[src/rtl/core/ast_ram.sv]
module ast_ram #(
  parameter int unsigned Width = 8,
  parameter int unsigned Depth = 16
) (
  input  logic                                       clk_i,
  input  logic                                       we_i,
  input  logic [((Depth > 1) ? $clog2(Depth) : 1)-1:0] waddr_i,
  input  logic [Width-1:0]                           wdata_i,
  input  logic                                       re_i,
  input  logic [((Depth > 1) ? $clog2(Depth) : 1)-1:0] raddr_i,
  output logic [Width-1:0]                           rdata_o
);

  logic [Width-1:0] mem [Depth];
  logic [Width-1:0] rdata_q;

  always_ff @(posedge clk_i) begin
    if (we_i) begin
      mem[waddr_i] <= wdata_i;
    end
    if (re_i) begin
      rdata_q <= mem[raddr_i];
    end
  end

  assign rdata_o = rdata_q;

endmodule

[config.mk]
export PLATFORM = sky130hd
export DESIGN_NAME = ast_ram
export DESIGN_NICKNAME = d
export VERILOG_FILES = /design/src/rtl/core/ast_ram.sv
export SDC_FILE = /design/constraint.sdc
export NUM_CORES = 1
export LEC_CHECK = 0
export ABC_AREA = 1
export ABC_CLOCK_PERIOD_IN_PS = 1300
export BUFFER_PORTS_ARGS = -buffer_cell sky130_fd_sc_hd__buf_2
export CORE_ASPECT_RATIO = 1.4
export CORE_MARGIN = 4
export CORE_UTILIZATION = 61
export CTS_CLUSTER_SIZE = 14
export DETAILED_ROUTE_END_ITERATION = 12
export PLACE_DENSITY = 0.87
export SLEW_MARGIN = 10
export SYNTH_ARGS = -nofsm -noshare
export SYNTH_HDL_FRONTEND = slang
export SYNTH_SLANG_ARGS = --single-unit
[constraint.sdc]
create_clock -name clk_i -period 1.3 [get_ports clk_i]
set_input_delay 0.065 -clock clk_i [delete_from_list [all_inputs] [get_ports clk_i]]
set_output_delay 0.065 -clock clk_i [all_outputs]
set_load 0.01 [all_outputs]
==> impl_metrics.tcl <==
set metrics [dict create \
    status "complete, no violations" \
    die-area_sq_mm 0.0112 \
    yosysSeqAreaShare_pct 69.8 \
    grt_max_degree 65 \
    via_count 4085 \
    leakagePower_nw 2.92 \
    powerDensity_mw_per_mm2 1480 \
    grt_pass1_wl_um 20500 \
    numClockSinks 136 \
    synth_fp_nets 570 \
    relSlewSlack_pct 59.4 \
    cts-buffers-inserted 17 \
    synthDistinctLibCells 11 \
    ys_warn_count 0 \
    wl_per_cell_um 18.5 \
    n_fill_cell 584 \
    start_util_pct 62.2 \
    multi_input_area_sq_mm 0.00121 \
    finalCriticalPeriod_ns 1.22 \
    maxCapViolCount 0 \
    root_buffer "clkbuf_16" \
    gp_congestion 0.903 \
    synth_seq_cells 136 \
    netlist_area_sq_mm 0.00585 \
    syn-instance-count 551 \
    totalWireLength_um 13200 \
    core-area_sq_mm 0.00941 \
    fp-row-count 42 \
    ctsLongestPathBuffers 2 \
    required_ns 1.47 \
    area_growth_pct 14.4 \
    fmax_mhz 820 \
    grt_setup_unrepaired "false" \
    slew_viol_final 0 \
    cp-start-kind "register" \
    min_period_over_period_pct 93.8 \
    tritoncts "built" \
    drive_above_1_share_pct 12.1 \
    worst_pin_slew_ns 0.608 \
    setup_viol 0 \
    setup-tns-final_ns 0 \
    final-seq-area_sq_mm 0.00408 \
    dp_hpwl_um 8140 \
    critPathKind "register to register" \
    clock_latency_ns 0.42 \
    hp-class "primary input to register" \
    hold_viol_final 0 \
    peakVddDrop_v 0.000976 \
    clk_pin_slew_ns 0.05 \
    drt-vias-per-instance 5.72 \
    crit_fanout 1 \
    crit_arrival_ns 1.39 \
    htree_levels 4 \
    numPortBuffers 26 \
    pin_count 27 \
    die_width_um 90.7 \
    ctsResizeCount 0 \
    ant_nets 0 \
    antenna_found_initial 0 \
    drt_iter0_markers 558 \
    grt_pass1_vias 4040 \
    grt_overflow 0 \
    n_antenna_cell 0 \
    cts_setup_buffers 0 \
    final_nets 615 \
    drcViolationCount 0 \
    first_pass_iters 7 \
    die_y_um 124 \
    fin_skew_ns 0.00759 \
    end_kind "register" \
    grt_util_all_layers_pct 25.1 \
    synth_area_per_cell_sq_um 10.6 \
    fin_util_pct 71.1 \
]
power by group:
part	switching, mW	leakage [nW]	total [mW]	internal, mW
logic	0.438	1.43	0.622	0.185
registers	0.0268	1.24	4.97	4.95
clock network	1.58	0.256	4.31	2.73
total	2.04	2.92	9.91	7.86
critical path: stages (launching register included):
cell	delay (ns)
edfxtp_1	0.35
inv_1	0.06
nand2_1	0.05
nand3_1	0.11
nand3_1	0.18
nand3_1	0.16
nand2_1	0.06
metal layers:
metal / track usage (%) / part of all wire [%] / up-vias
li1: - / - / 1863
met1: 28.2 / 35 / 1914
met2: 42.4 / 51 / 239
met3: 7.07 / 8.0 / 69
met4: 16.1 / 6.2 / 0
met5: 0 / 0 / -
path summary, 6_finish.rpt:
check	startpoint	end	slack, ns	cells after the start
max	mem[5][1]	rdata_o[1]	0.08	6
min	wdata_i[1]	mem[6][1]	0.07	1
max reg2reg	mem[5][1]	rdata_o[1]	0.08	6
min reg2reg	mem[10][7]	rdata_o[7]	0.76	6
stage by stage:
| stage | hold slack, ns | cell area, sq um | std cells | total power [mW] | worst slack [ns] |
|---|---|---|---|---|---|
| 2_1_floorplan | 0.164 | 5850 | 551 | 5.41 | 0.284 |
| 3_3_place_gp | 0.429 | 6160 | 686 | 5.64 | 0.0540 |
| 3_5_place_dp | 0.432 | 6160 | 686 | 5.66 | 0.00896 |
| 4_1_cts | 0.0532 | 6690 | 714 | 9.93 | 0.0865 |
| 5_1_grt | 0.0692 | 6690 | 714 | 10.2 | 0.0172 |
| 6_report | 0.0731 | 6690 | 714 | 9.91 | 0.0803 |
cells in the final DEF, fill, tap and decap left out:
cell type | netlist | final
edfxtp_1 | 136 | 136
inv_1 | 100 | 100
buf_12 | 0 | 3
inv_2 | 2 | 2
bufinv_16 | 0 | 2
clkinv_2 | 0 | 3
dlygate4sd3_1 | 0 | 1
clkbuf_1 | 0 | 3
clkinv_1 | 0 | 2
nand3b_1 | 2 | 2
nand2_1 | 173 | 173
nand3_1 | 97 | 97
clkbuf_16 | 0 | 17
nor2_1 | 17 | 17
buf_4 | 4 | 20
buf_2 | 13 | 26
cell usage after synthesis:
cell | instances | share of area, %
nand3_1 | 97 | 8.3
buf_1 | 1 | 0.064
nor2_1 | 17 | 1.1
buf_6 | 6 | 1.2
nand2_1 | 173 | 11
nand3b_1 | 2 | 0.26
buf_4 | 4 | 0.51
inv_1 | 100 | 6.4
inv_2 | 2 | 0.13
edfxtp_1 | 136 | 70
buf_2 | 13 | 1.1
registers in the layout, summed over array words and instances (netlist names):
signal and count:
mem 128, rdata_o 8
repair_timing:
action	CTS	global route
hold endpoints to repair	8	0
endpoints found under the setup margin	0	0
hold buffers	1	0
kinds of logic after synthesis:
| logic type | count (synthesis) | synth area share [%] |
|---|---|---|
| simple gates | 289 | 20.8 |
| flops | 136 | 69.8 |
| buf+inv | 126 | 9.39 |
layout make-up:
class | instances | area share (%)
clock buffer | 20 | 6.53
timing repair buffer | 50 | 5.24
tap | 110 | 2.06
multi-input combinational | 289 | 18.1
clock inverter | 7 | 1.23
inverter | 102 | 5.72
sequential | 136 | 61.1
Note: power is estimated with default switching activity, not from simulation.
