<file path="config.mk">
export PLATFORM = sky130hd
export DESIGN_NAME = ast_hash
export DESIGN_NICKNAME = d
export VERILOG_FILES = /design/src/rtl/core/ast_pkg.sv /design/src/rtl/core/ast_hash.sv
export SDC_FILE = /design/constraint.sdc
export NUM_CORES = 1
export LEC_CHECK = 0
export ABC_AREA = 1
export BUFFER_PORTS_ARGS = -buffer_cell sky130_fd_sc_hd__buf_2
export CAP_MARGIN = 10
export CORE_AREA = 2 2 39 41
export CTS_CLUSTER_DIAMETER = 80
export CTS_CLUSTER_SIZE = 12
export DETAILED_ROUTE_END_ITERATION = 10
export DIE_AREA = 0 0 41 43
export GPL_TIMING_DRIVEN = 0
export SLEW_MARGIN = 10
export SYNTH_ARGS = -nofsm -noshare
export SYNTH_HDL_FRONTEND = slang
export SYNTH_SLANG_ARGS = --single-unit
</file>
<file path="constraint.sdc">
create_clock -name clk_i -period 0.8 [get_ports clk_i]
set_input_delay 0.2 -clock clk_i [delete_from_list [all_inputs] [get_ports clk_i]]
set_output_delay 0.2 -clock clk_i [all_outputs]
set_load 0.01 [all_outputs]
</file>
<file path="src/rtl/core/ast_pkg.sv">
package ast_pkg;

  localparam int unsigned NumBucketsDefault = 256;
  localparam int unsigned NumWaysDefault    = 4;

  // page number: address bits from 12 up
  localparam int unsigned PageLsb = 12;
  localparam int unsigned PageW   = 20;

  localparam logic [31:0] NoSize = 32'hFFFF_FFFF;

  typedef enum logic [1:0] {
    REQ_INSERT = 2'd0,
    REQ_LOOKUP = 2'd1,
    REQ_RESIZE = 2'd2,
    REQ_REMOVE = 2'd3
  } req_e;

  typedef enum logic [1:0] {
    ST_OK      = 2'd0,
    ST_MISSING = 2'd1,
    ST_PRESENT = 2'd2,
    ST_FULL    = 2'd3
  } status_e;

  typedef struct packed {
    req_e        req_type;
    logic [31:0] addr;
    logic [31:0] new_addr;
    logic [31:0] block_size;
  } req_t;

  typedef struct packed {
    status_e     status;
    logic [31:0] size_out;
  } rsp_t;

  // one slot of a bucket row
  typedef struct packed {
    logic        vld;
    logic [31:0] addr;
    logic [31:0] size;
  } way_t;

  localparam int unsigned WayW = $bits(way_t);

endpackage

</file>
<file path="src/rtl/core/ast_hash.sv">
module ast_hash #(
  parameter int unsigned Buckets = ast_pkg::NumBucketsDefault
) (
  input  logic                                           clk_i,
  input  logic                                           rst_ni,
  input  logic                                           start_i,
  input  logic [ast_pkg::PageW-1:0]                      page_i,
  output logic                                           valid_o,
  output logic [((Buckets > 1) ? $clog2(Buckets) : 1)-1:0] bucket_o
);
  import ast_pkg::*;

  localparam int unsigned BW    = (Buckets > 1) ? $clog2(Buckets) : 1;
  localparam bit          IsPow2 = ((Buckets & (Buckets - 1)) == 0);

  if (IsPow2) begin : g_mask
    logic          done_q;
    logic [BW-1:0] bucket_q;

    always_ff @(posedge clk_i or negedge rst_ni) begin
      if (!rst_ni) begin
        done_q <= 1'b0;
      end else if (start_i) begin
        done_q <= 1'b1;
      end
    end

    always_ff @(posedge clk_i) begin
      if (start_i) begin
        bucket_q <= page_i[BW-1:0] & BW'(Buckets - 1);
      end
    end

    assign valid_o  = done_q;
    assign bucket_o = bucket_q;
  end else begin : g_recip
    // quotient by reciprocal multiplication, exact for every page value;
    // the multiplier fits in PageW+1 bits for any count below 2**PageW
    localparam int unsigned      Shift   = PageW + BW;
    localparam logic [63:0]      MulFull = ((64'd1 << Shift) / 64'(Buckets)) + 64'd1;
    localparam logic [PageW:0]   Mul     = MulFull[PageW:0];

    logic                 stg1_q;
    logic                 stg2_q;
    logic                 done_q;
    logic [PageW-1:0]     page_q;
    logic [PageW-1:0]     quot_q;
    logic [BW-1:0]        rem_q;
    logic [2*PageW:0]     prod;
    logic [2*PageW-1:0]   back;

    assign prod = page_q * Mul;
    assign back = quot_q * PageW'(Buckets);

    always_ff @(posedge clk_i or negedge rst_ni) begin
      if (!rst_ni) begin
        stg1_q <= 1'b0;
        stg2_q <= 1'b0;
        done_q <= 1'b0;
      end else begin
        stg1_q <= start_i;
        stg2_q <= stg1_q;
        if (start_i) begin
          done_q <= 1'b0;
        end else if (stg2_q) begin
          done_q <= 1'b1;
        end
      end
    end

    always_ff @(posedge clk_i) begin
      if (start_i) begin
        page_q <= page_i;
      end
      if (stg1_q) begin
        quot_q <= PageW'(prod >> Shift);
      end
      if (stg2_q) begin
        rem_q <= BW'(page_q - back[PageW-1:0]);
      end
    end

    assign valid_o  = done_q;
    assign bucket_o = rem_q;
  end

endmodule

</file>
==> results of run 1 <==
==> cell families after synthesis <==
| logic type | Yosys count | synth area share, % |
|---|---|---|
| flip-flops | 9 | 95.9 |
| buffers and inverters | 2 | 2.72 |
| AND/OR/NAND/NOR | 1 | 1.36 |
==> sequential cells by signal (all words and copies together), names as in the netlist <==
signal / cells
valid_o: 1
bucket_o: 8
==> what timing repair did <==
item,CTS,global route
hold buffers,1,0
endpoints found under the hold margin,1,0
gates cloned,0,0
resized for setup,0,0
endpoints found under the setup margin,9,9
==> stage by stage <==
| stage | cell area [um2] | hold slack, ps | util [%] |
|---|---|---|---|
| floorplan | 277 | -95.6 | - |
| global placement | 392 | -24.8 | 28.3 |
| detailed placement | 392 | -22.9 | 28.3 |
| CTS | 428 | 113 | 30.9 |
| global route | 428 | 112 | 30.9 |
| finish | 428 | 124 | 30.9 |
==> cell type report <==
class | instances | area (um2) | share of cell area, %
clock buffers | 4 | 26.3 | 6.14
well taps | 16 | 20.0 | 4.68
flip-flops and latches | 9 | 265 | 62.0
repair buffers | 20 | 105 | 24.6
inverters | 2 | 7.51 | 1.75
multi-input cells | 1 | 3.75 | 0.877
==> power by group through the flow <==
stage	clock network [mW]	logic [mW]	registers, mW
final	0.333	0.0833	0.554
after global routing	0.371	0.0929	0.559
after CTS	0.354	0.0855	0.555
after detailed placement	0	0.0817	0.565
after global placement	0	0.0817	0.563
after floorplan	0	0.000898	0.586
==> per-layer routing <==
metal	global-route usage (%)	wire length, um	up-vias
met3	4.71	141	0
met1	7.77	192	77
met5	0	0	-
met2	6.88	173	20
met4	4.00	0	0
li1	-	-	90
==> cells in the final DEF (no fill, tap or decap) <==
master / n
dlygate4sd3_1: 1
clkbuf_1: 1
buf_2: 19
inv_1: 2
dfrtp_1: 1
edfxtp_1: 8
clkbuf_4: 3
nand2_1: 1
==> worst register-to-register path, stage by stage, from the launching register on <==
cell	delay, ps
dfrtp_1	370
inv_1	50
nand2_1	40
==> path summary, 6_finish.rpt <==
path                               endpoint  slack [ps]
worst max-delay path                valid_o        -160
min in group asynchronous           valid_o         250
worst min-delay path            bucket_o[3]         120
worst min register to register      valid_o         450
worst max register to register      valid_o         240
max in group asynchronous           valid_o         470
==> metrics.md, run 1 <==
| Metric | Value |
|---|---|
| Die height | 43 um |
| P_int | 781 uW |
| Slew @ Worst Pin | 193 ps |
| Starting Density | 20.0% |
| Deepest clock path buffer count | 2 |
| Reg2Reg Depth | 2 |
| Top cells by count, synth | edfxtp_1 (8), inv_1 (2), dfrtp_1 (1), nand2_1 (1) |
| Routability congestion estimate | 0.586 |
| Drt wl/cell | 9.75 um |
| Ys async rst share | 11.1% |
| CP max FO | 2 |
| Via-to-Cell Ratio | 3.60 |
| Hold path depth | 1 |
| Crit-path leading delay family | flip-flops |
| Max-slew headroom | 87.2% |
| Maximum VDD drop | 708 uV |
| Flops & latches, synth | 9 |
| Nets | 60 |
| Min Clock Period, post-route | 962 ps |
| Critical path class | register to output pin |
| CTS tree | yes |
| Mean Syn Cell Area | 23.0 um2 |
| Syn nets | 35 |
| Total gr overflow | 0 |
| Total CTS buffers | 3 |
| Sw Ratio | 19.6% |
| Cell variety after synth | 4 |
| Synthesis-to-finish area growth | 54.8% |
| Clock share of power | 34.3% |
| Io pins | 32 |
| Crit path DAT | 760 ps |
| H-tree depth | 1 |
| Period utilisation layout | 120% |
| Mapped Area | 277 um2 |
| Crit path depth | 1 |
| Worst Path Buf+Inv | 1 |
| Seq pwr share | 57.1% |
| Post-Place Cells | 47 |
| Net Switching | 190 uW |
| Comb pwr share | 8.6% |
| Number of synthesized flops with an enable pin | 8 |
| WL final | 507 um |
| Non-filler cells, final | 52 |
| DR iter-0 viols | 3 |
| CP Capture Type | output pin |
| I/O Buffers | 19 |
| Placeable core region | 0.00138 mm2 |
| FILL cells | 150 |
| Vias in the first global route | 171 |
| Slowest CP cell | dfrtp_1 |
| Antenna diodes | 0 |
| Final Hold Vio Count | 0 |
| Final setup viols | 9 |
| Setup Skew | 0 ps |
| Type of origin of the critical path | register |
| Area contributors post-synth | edfxtp_1 (87%), dfrtp_1 (9.0%), inv_1 (2.7%) |
| LEAKAGE | 0.195 nW |
| Power Dens Cells | 2270 mW/mm2 |
| Dpl ws | 76.3 ps |
| Hold wc startpoint | page_i[3] |
| RSZ-0062 raised after global routing | yes |
| Total GRT Usage | 6.12% |
| R2r startpoint | valid_o |
| # rows | 14 |
| Synth Flop Type | edfxtp_1 |
| Req. time, crit path | 600 ps |
| DR pass1 iterations | 2 |
| YS warnings | 0 |
| Die area | 0.00176 mm2 |
| Slowest stage delay, CP | 370 ps |
| Hold Crit Class | input port to register |
| Clock sinks | 9 |
| Die Wd | 41 um |
| DRT antenna net count | 0 |
| Fin worst setup slack | -162 ps |
| F_max | 1.04 GHz |
| Share of layout cells above drive strength 1 | 61.1% |
| Maximum capacitance violations | 0 |
| Initial antenna violation count | 0 |
| Synth Instances | 12 |
| Post-CTS Setup Bufs | 0 |
| First-pass GRT wire length | 690 um |
| Top cell type's share of synthesized area | 86.9% |
| Clk root buf | clkbuf_4 |
| Total Power | 971 uW |
| Clock slew at reported path FFs | 60 ps |
| DR DRC count | 0 |
| Max Slew Vio Count | 0 |
| Synth area leader | edfxtp_1 |
| Critical Path Source | valid_o |
| Failing checks | negative setup slack |
| Vias post-DR | 187 |
| Register area share after synthesis | 95.9% |
| Largest net degree at the start of global routing | 10 |
| Clock Latency Late Sink | 250 ps |
| CP cell instances | buf_2 |
| Status | finished, violations left |
| Total negative slack | -1300 ps |
| Top-count cell post-synth | edfxtp_1 |
Note: power is estimated with default switching activity, not from simulation.
==> inputs of run 2 (changes only) <==
PLACE_DENSITY = 0.62   (was default)
==> metrics.md, run 2 (synthesis results as in run 1) <==
| Metric | Value |
|---|---|
| Status | finished, violations left |
| Failing checks | negative setup slack |
| Hold path depth | 1 |
| Type of origin of the critical path | register |
| Io pins | 32 |
| Crit-path leading delay family | flip-flops |
| Commonest non-fill, non-tap cell in the layout | buf_2 |
| Req. time, crit path | 600 ps |
| Maximum capacitance violations | 0 |
| CP Capture Type | output pin |
| Worst Path Buf+Inv | 1 |
| Hold Crit Class | input port to register |
| Drt wl/cell | 9.56 um |
| Vias in the first global route | 183 |
| LEAKAGE | 0.199 nW |
| Largest net degree at the start of global routing | 10 |
| H-tree depth | 1 |
| Commonest non-fill, non-tap cells in the layout | buf_2 (18), edfxtp_1 (8), clkbuf_4 (3) |
| Deepest clock path buffer count | 2 |
| Slowest stage delay, CP | 380 ps |
| Slowest CP cell | edfxtp_1 |
| Hold endpoint | bucket_o[0] |
| Worst reg2reg setup slack | 220 ps |
| DRT antenna net count | 0 |
| DR DRC count | 0 |
| Max Slew Vio Count | 0 |
| Final Hold Vio Count | 0 |
| Post-DP HPWL | 411 um |
| Final setup viols | 9 |
| Placeable core region | 0.00138 mm2 |
| Share of layout cells above drive strength 1 | 61.1% |
| Clk root buf | clkbuf_4 |
| Max-slew headroom | 87.9% |
| Max reg flops | 8 |
| RR Endpoint | valid_o |
| Antenna diodes | 0 |
| Nets | 60 |
| Min Clock Period, post-route | 976 ps |
| Setup Skew | 0 ps |
| Starting Density | 20.0% |
| # rows | 14 |
| Power Dens Cells | 2230 mW/mm2 |
| Clock slew at reported path FFs | 60 ps |
| CTS tree | yes |
| DR iter-0 viols | 2 |
| Slew @ Worst Pin | 181 ps |
| RSZ-0062 raised after global routing | yes |
| Total negative slack | -1360 ps |
| I/O Buffers | 19 |
| Hold slack | 125 ps |
| CP cell instances | buf_2 |
| CP max FO | 1 |
| Post-CTS Setup Bufs | 0 |
| Die area | 0.00176 mm2 |
| Die Wd | 41 um |
| Vias post-DR | 184 |
| Fin worst setup slack | -176 ps |
| F_max | 1.02 GHz |
| Die height | 43 um |
| Hold wc startpoint | page_i[0] |
| Routability congestion estimate | 0.656 |
| First-pass GRT wire length | 738 um |
| Critical path class | register to output pin |
| Reg2Reg Depth | 2 |
| Period utilisation layout | 122% |
| Via-to-Cell Ratio | 3.54 |
| R2r startpoint | valid_o |
| WL final | 497 um |
| Total gr overflow | 0 |
| Crit path DAT | 780 ps |
| Total GRT Usage | 6.86% |
| Clock Latency Late Sink | 250 ps |
| Maximum VDD drop | 810 uV |
| Total CTS buffers | 3 |
| Synthesis-to-finish area growth | 57.0% |
| Clock sinks | 9 |
| Initial antenna violation count | 0 |
| DR pass1 iterations | 4 |
## run 2: cell counts in the layout (fill, tap and decap cells not counted)
No cell type changed its count.
## run 2: power by group
group / total, mW / switching, mW / internal, mW
Clock: 0.327 / 0.136 / 0.191
Sequential: 0.557 / 0.00794 / 0.549
Combinational: 0.0831 / 0.0421 / 0.0410
## run 2: what timing repair did
action | in CTS | in global routing
endpoints found under the hold margin | 1 | 0
resized for setup | 0 | 1
hold buffers | 1 | 0
endpoints found under the setup margin | 9 | 9
## run 2: worst max path at each step
stage | endpoint | slack (ps) | cells past startpoint | start
finish | bucket_o[7] | -180 | 1 | bucket_o[7]
global route | bucket_o[7] | -230 | 1 | bucket_o[7]
CTS | bucket_o[7] | -190 | 1 | bucket_o[7]
detailed placement | bucket_o[7] | 80 | 1 | bucket_o[7]
global placement | bucket_o[4] | 100 | 1 | bucket_o[4]
floorplan | valid_o | 200 | 2 | valid_o
## run 2: worst register-to-register path, stage by stage (launching register included)
cell and delay [ps]:
dfrtp_1 390, inv_1 60, nand2_1 40
## run 2: area by class of cell
class,count,area (um2)
Inverter,2,7.51
Fill cell,141,950
Timing Repair Buffer,20,111
Sequential cell,9,265
Multi-Input combinational cell,1,3.75
Tap cell,16,20.0
Clock buffer,4,26.3
## run 2: metal layers
layer | wire [um] | vias to the layer above | GRT usage [%]
li1 | - | 90 | -
met1 | 228 | 74 | 9.25
met2 | 156 | 20 | 7.50
met3 | 113 | 0 | 5.24
met4 | 0 | 0 | 4.00
met5 | 0 | - | 0
## run 2: through the flow
| step | area (um2) | power (mW) | std cells | worst slack, ps | util [%] |
|---|---|---|---|---|---|
| after floorplan | 277 | 0.587 | 12 | 202 | - |
| after global placement | 392 | 0.646 | 47 | 95.3 | 28.3 |
| after detailed placement | 392 | 0.648 | 47 | 80.8 | 28.3 |
| after CTS | 428 | 0.983 | 52 | -194 | 30.9 |
| after global routing | 434 | 1.03 | 52 | -226 | 31.4 |
| final | 434 | 0.967 | 52 | -176 | 31.4 |
==> inputs of run 3 (changes only) <==
PLACE_DENSITY = 0.51   (was 0.62)
clock period = 0.9 ns   (was 0.8 ns; I/O delays follow)
==> metrics.md, run 3 (synthesis results as in run 1) <==
| Metric | Value |
|---|---|
| Status | finished, violations left |
| Failing checks | negative setup slack |
| Fin worst setup slack | -90.4 ps |
| Type of origin of the critical path | register |
| Total CTS buffers | 3 |
| H-tree depth | 1 |
| Share of layout cells above drive strength 1 | 61.1% |
| Slew @ Worst Pin | 188 ps |
| Largest net degree at the start of global routing | 10 |
| Setup Skew | 0 ps |
| Max Slew Vio Count | 0 |
| Hold slack | 152 ps |
| Reg2Reg Depth | 2 |
| Critical path class | register to output pin |
| Die area | 0.00176 mm2 |
| Final setup viols | 9 |
| DR DRC count | 0 |
| Worst reg2reg setup slack | 330 ps |
| Crit path DAT | 770 ps |
| Req. time, crit path | 670 ps |
| Deepest clock path buffer count | 2 |
| Hold path depth | 1 |
| LEAKAGE | 0.195 nW |
| Utilization after layout | 30.9% |
| Clock slew at reported path FFs | 60 ps |
| Vias in the first global route | 180 |
| WL final | 508 um |
| Total gr overflow | 0 |
| Total Power | 859 uW |
| Cell area after layout | 428 um2 |
| Initial antenna violation count | 0 |
| Post-DP HPWL | 410 um |
| I/O Buffers | 19 |
| Vias post-DR | 187 |
| Power Dens Cells | 2010 mW/mm2 |
| Commonest non-fill, non-tap cells in the layout | buf_2 (19), edfxtp_1 (8), clkbuf_4 (3) |
| Total GRT Usage | 6.33% |
| Hold wc startpoint | page_i[7] |
| Max-slew headroom | 87.4% |
| Drt wl/cell | 9.77 um |
| First-pass GRT wire length | 710 um |
| Dpl ws | 155 ps |
| Synthesis-to-finish area growth | 54.8% |
| Die height | 43 um |
| FILL cells | 147 |
| DR pass1 iterations | 1 |
| RR Endpoint | valid_o |
| Final Hold Vio Count | 0 |
| Slowest stage delay, CP | 380 ps |
| Crit-path leading delay family | flip-flops |
| R2r startpoint | valid_o |
| CP Capture Type | output pin |
| DR iter-0 viols | 0 |
| Period utilisation layout | 110% |
| Io pins | 32 |
| Via-to-Cell Ratio | 3.60 |
| Placeable core region | 0.00138 mm2 |
| Non-filler cells, final | 52 |
| Commonest non-fill, non-tap cell in the layout | buf_2 |
| Clock Latency Late Sink | 250 ps |
| Nets | 60 |
| Hold endpoint | bucket_o[7] |
| Worst Path Buf+Inv | 1 |
| Post-Place Cells | 47 |
| Max reg flops | 8 |
| Slowest CP cell | dfrtp_1 |
| CTS tree | yes |
| Antenna diodes | 0 |
| Total negative slack | -646 ps |
| F_max | 1.01 GHz |
| Starting Density | 20.0% |
| Maximum capacitance violations | 0 |
| CP max FO | 2 |
| RSZ-0062 raised after global routing | yes |
| # rows | 14 |
| Hold Crit Class | input port to register |
| Die Wd | 41 um |
| CP cell instances | buf_2 |
| Maximum VDD drop | 725 uV |
| Min Clock Period, post-route | 990 ps |
| DRT antenna net count | 0 |
| Clock sinks | 9 |
| Routability congestion estimate | 0.587 |
| Clk root buf | clkbuf_4 |
| Dpl cell area | 392 um2 |
run 3: metal layers:
metal  part of all wire [%]  up-vias  track usage, %
met5                      0        -               0
met4                      0        0            6.00
met3                     20        0            3.14
met2                     41       17            8.44
met1                     38       79            6.78
li1                       -       91               -
run 3: worst max path at each step:
stage	start	endpoint	cells past startpoint
6_report	valid_o	valid_o	1
5_1_grt	bucket_o[0]	bucket_o[0]	1
4_1_cts	valid_o	valid_o	1
3_5_place_dp	start_i	bucket_o[0]	1
3_3_place_gp	start_i	bucket_o[6]	1
2_1_floorplan	bucket_o[0]	bucket_o[0]	0
run 3: final cells by class:
class	instances	area, um2	area share [%]
flip-flops and latches	9	265	62.0
repair buffers	20	105	24.6
clock buffers	4	26.3	6.14
well taps	16	20.0	4.68
inverters	2	7.51	1.75
multi-input cells	1	3.75	0.877
run 3: report_power, final:
part           switching, mW  leakage (nW)  internal, mW  total (mW)
registers            0.00584        0.0870         0.488       0.494
clock network          0.121        0.0150         0.170       0.291
logic                 0.0381        0.0932        0.0365      0.0746
total                  0.165         0.195         0.694       0.859
run 3: what timing repair did:
item / in CTS / in global routing
setup endpoints to repair: 9 / 9
gates resized for setup: 0 / 0
pin swaps: 0 / 0
setup buffers: 0 / 0
hold buffers: 1 / 0
endpoints found under the hold margin: 1 / 0
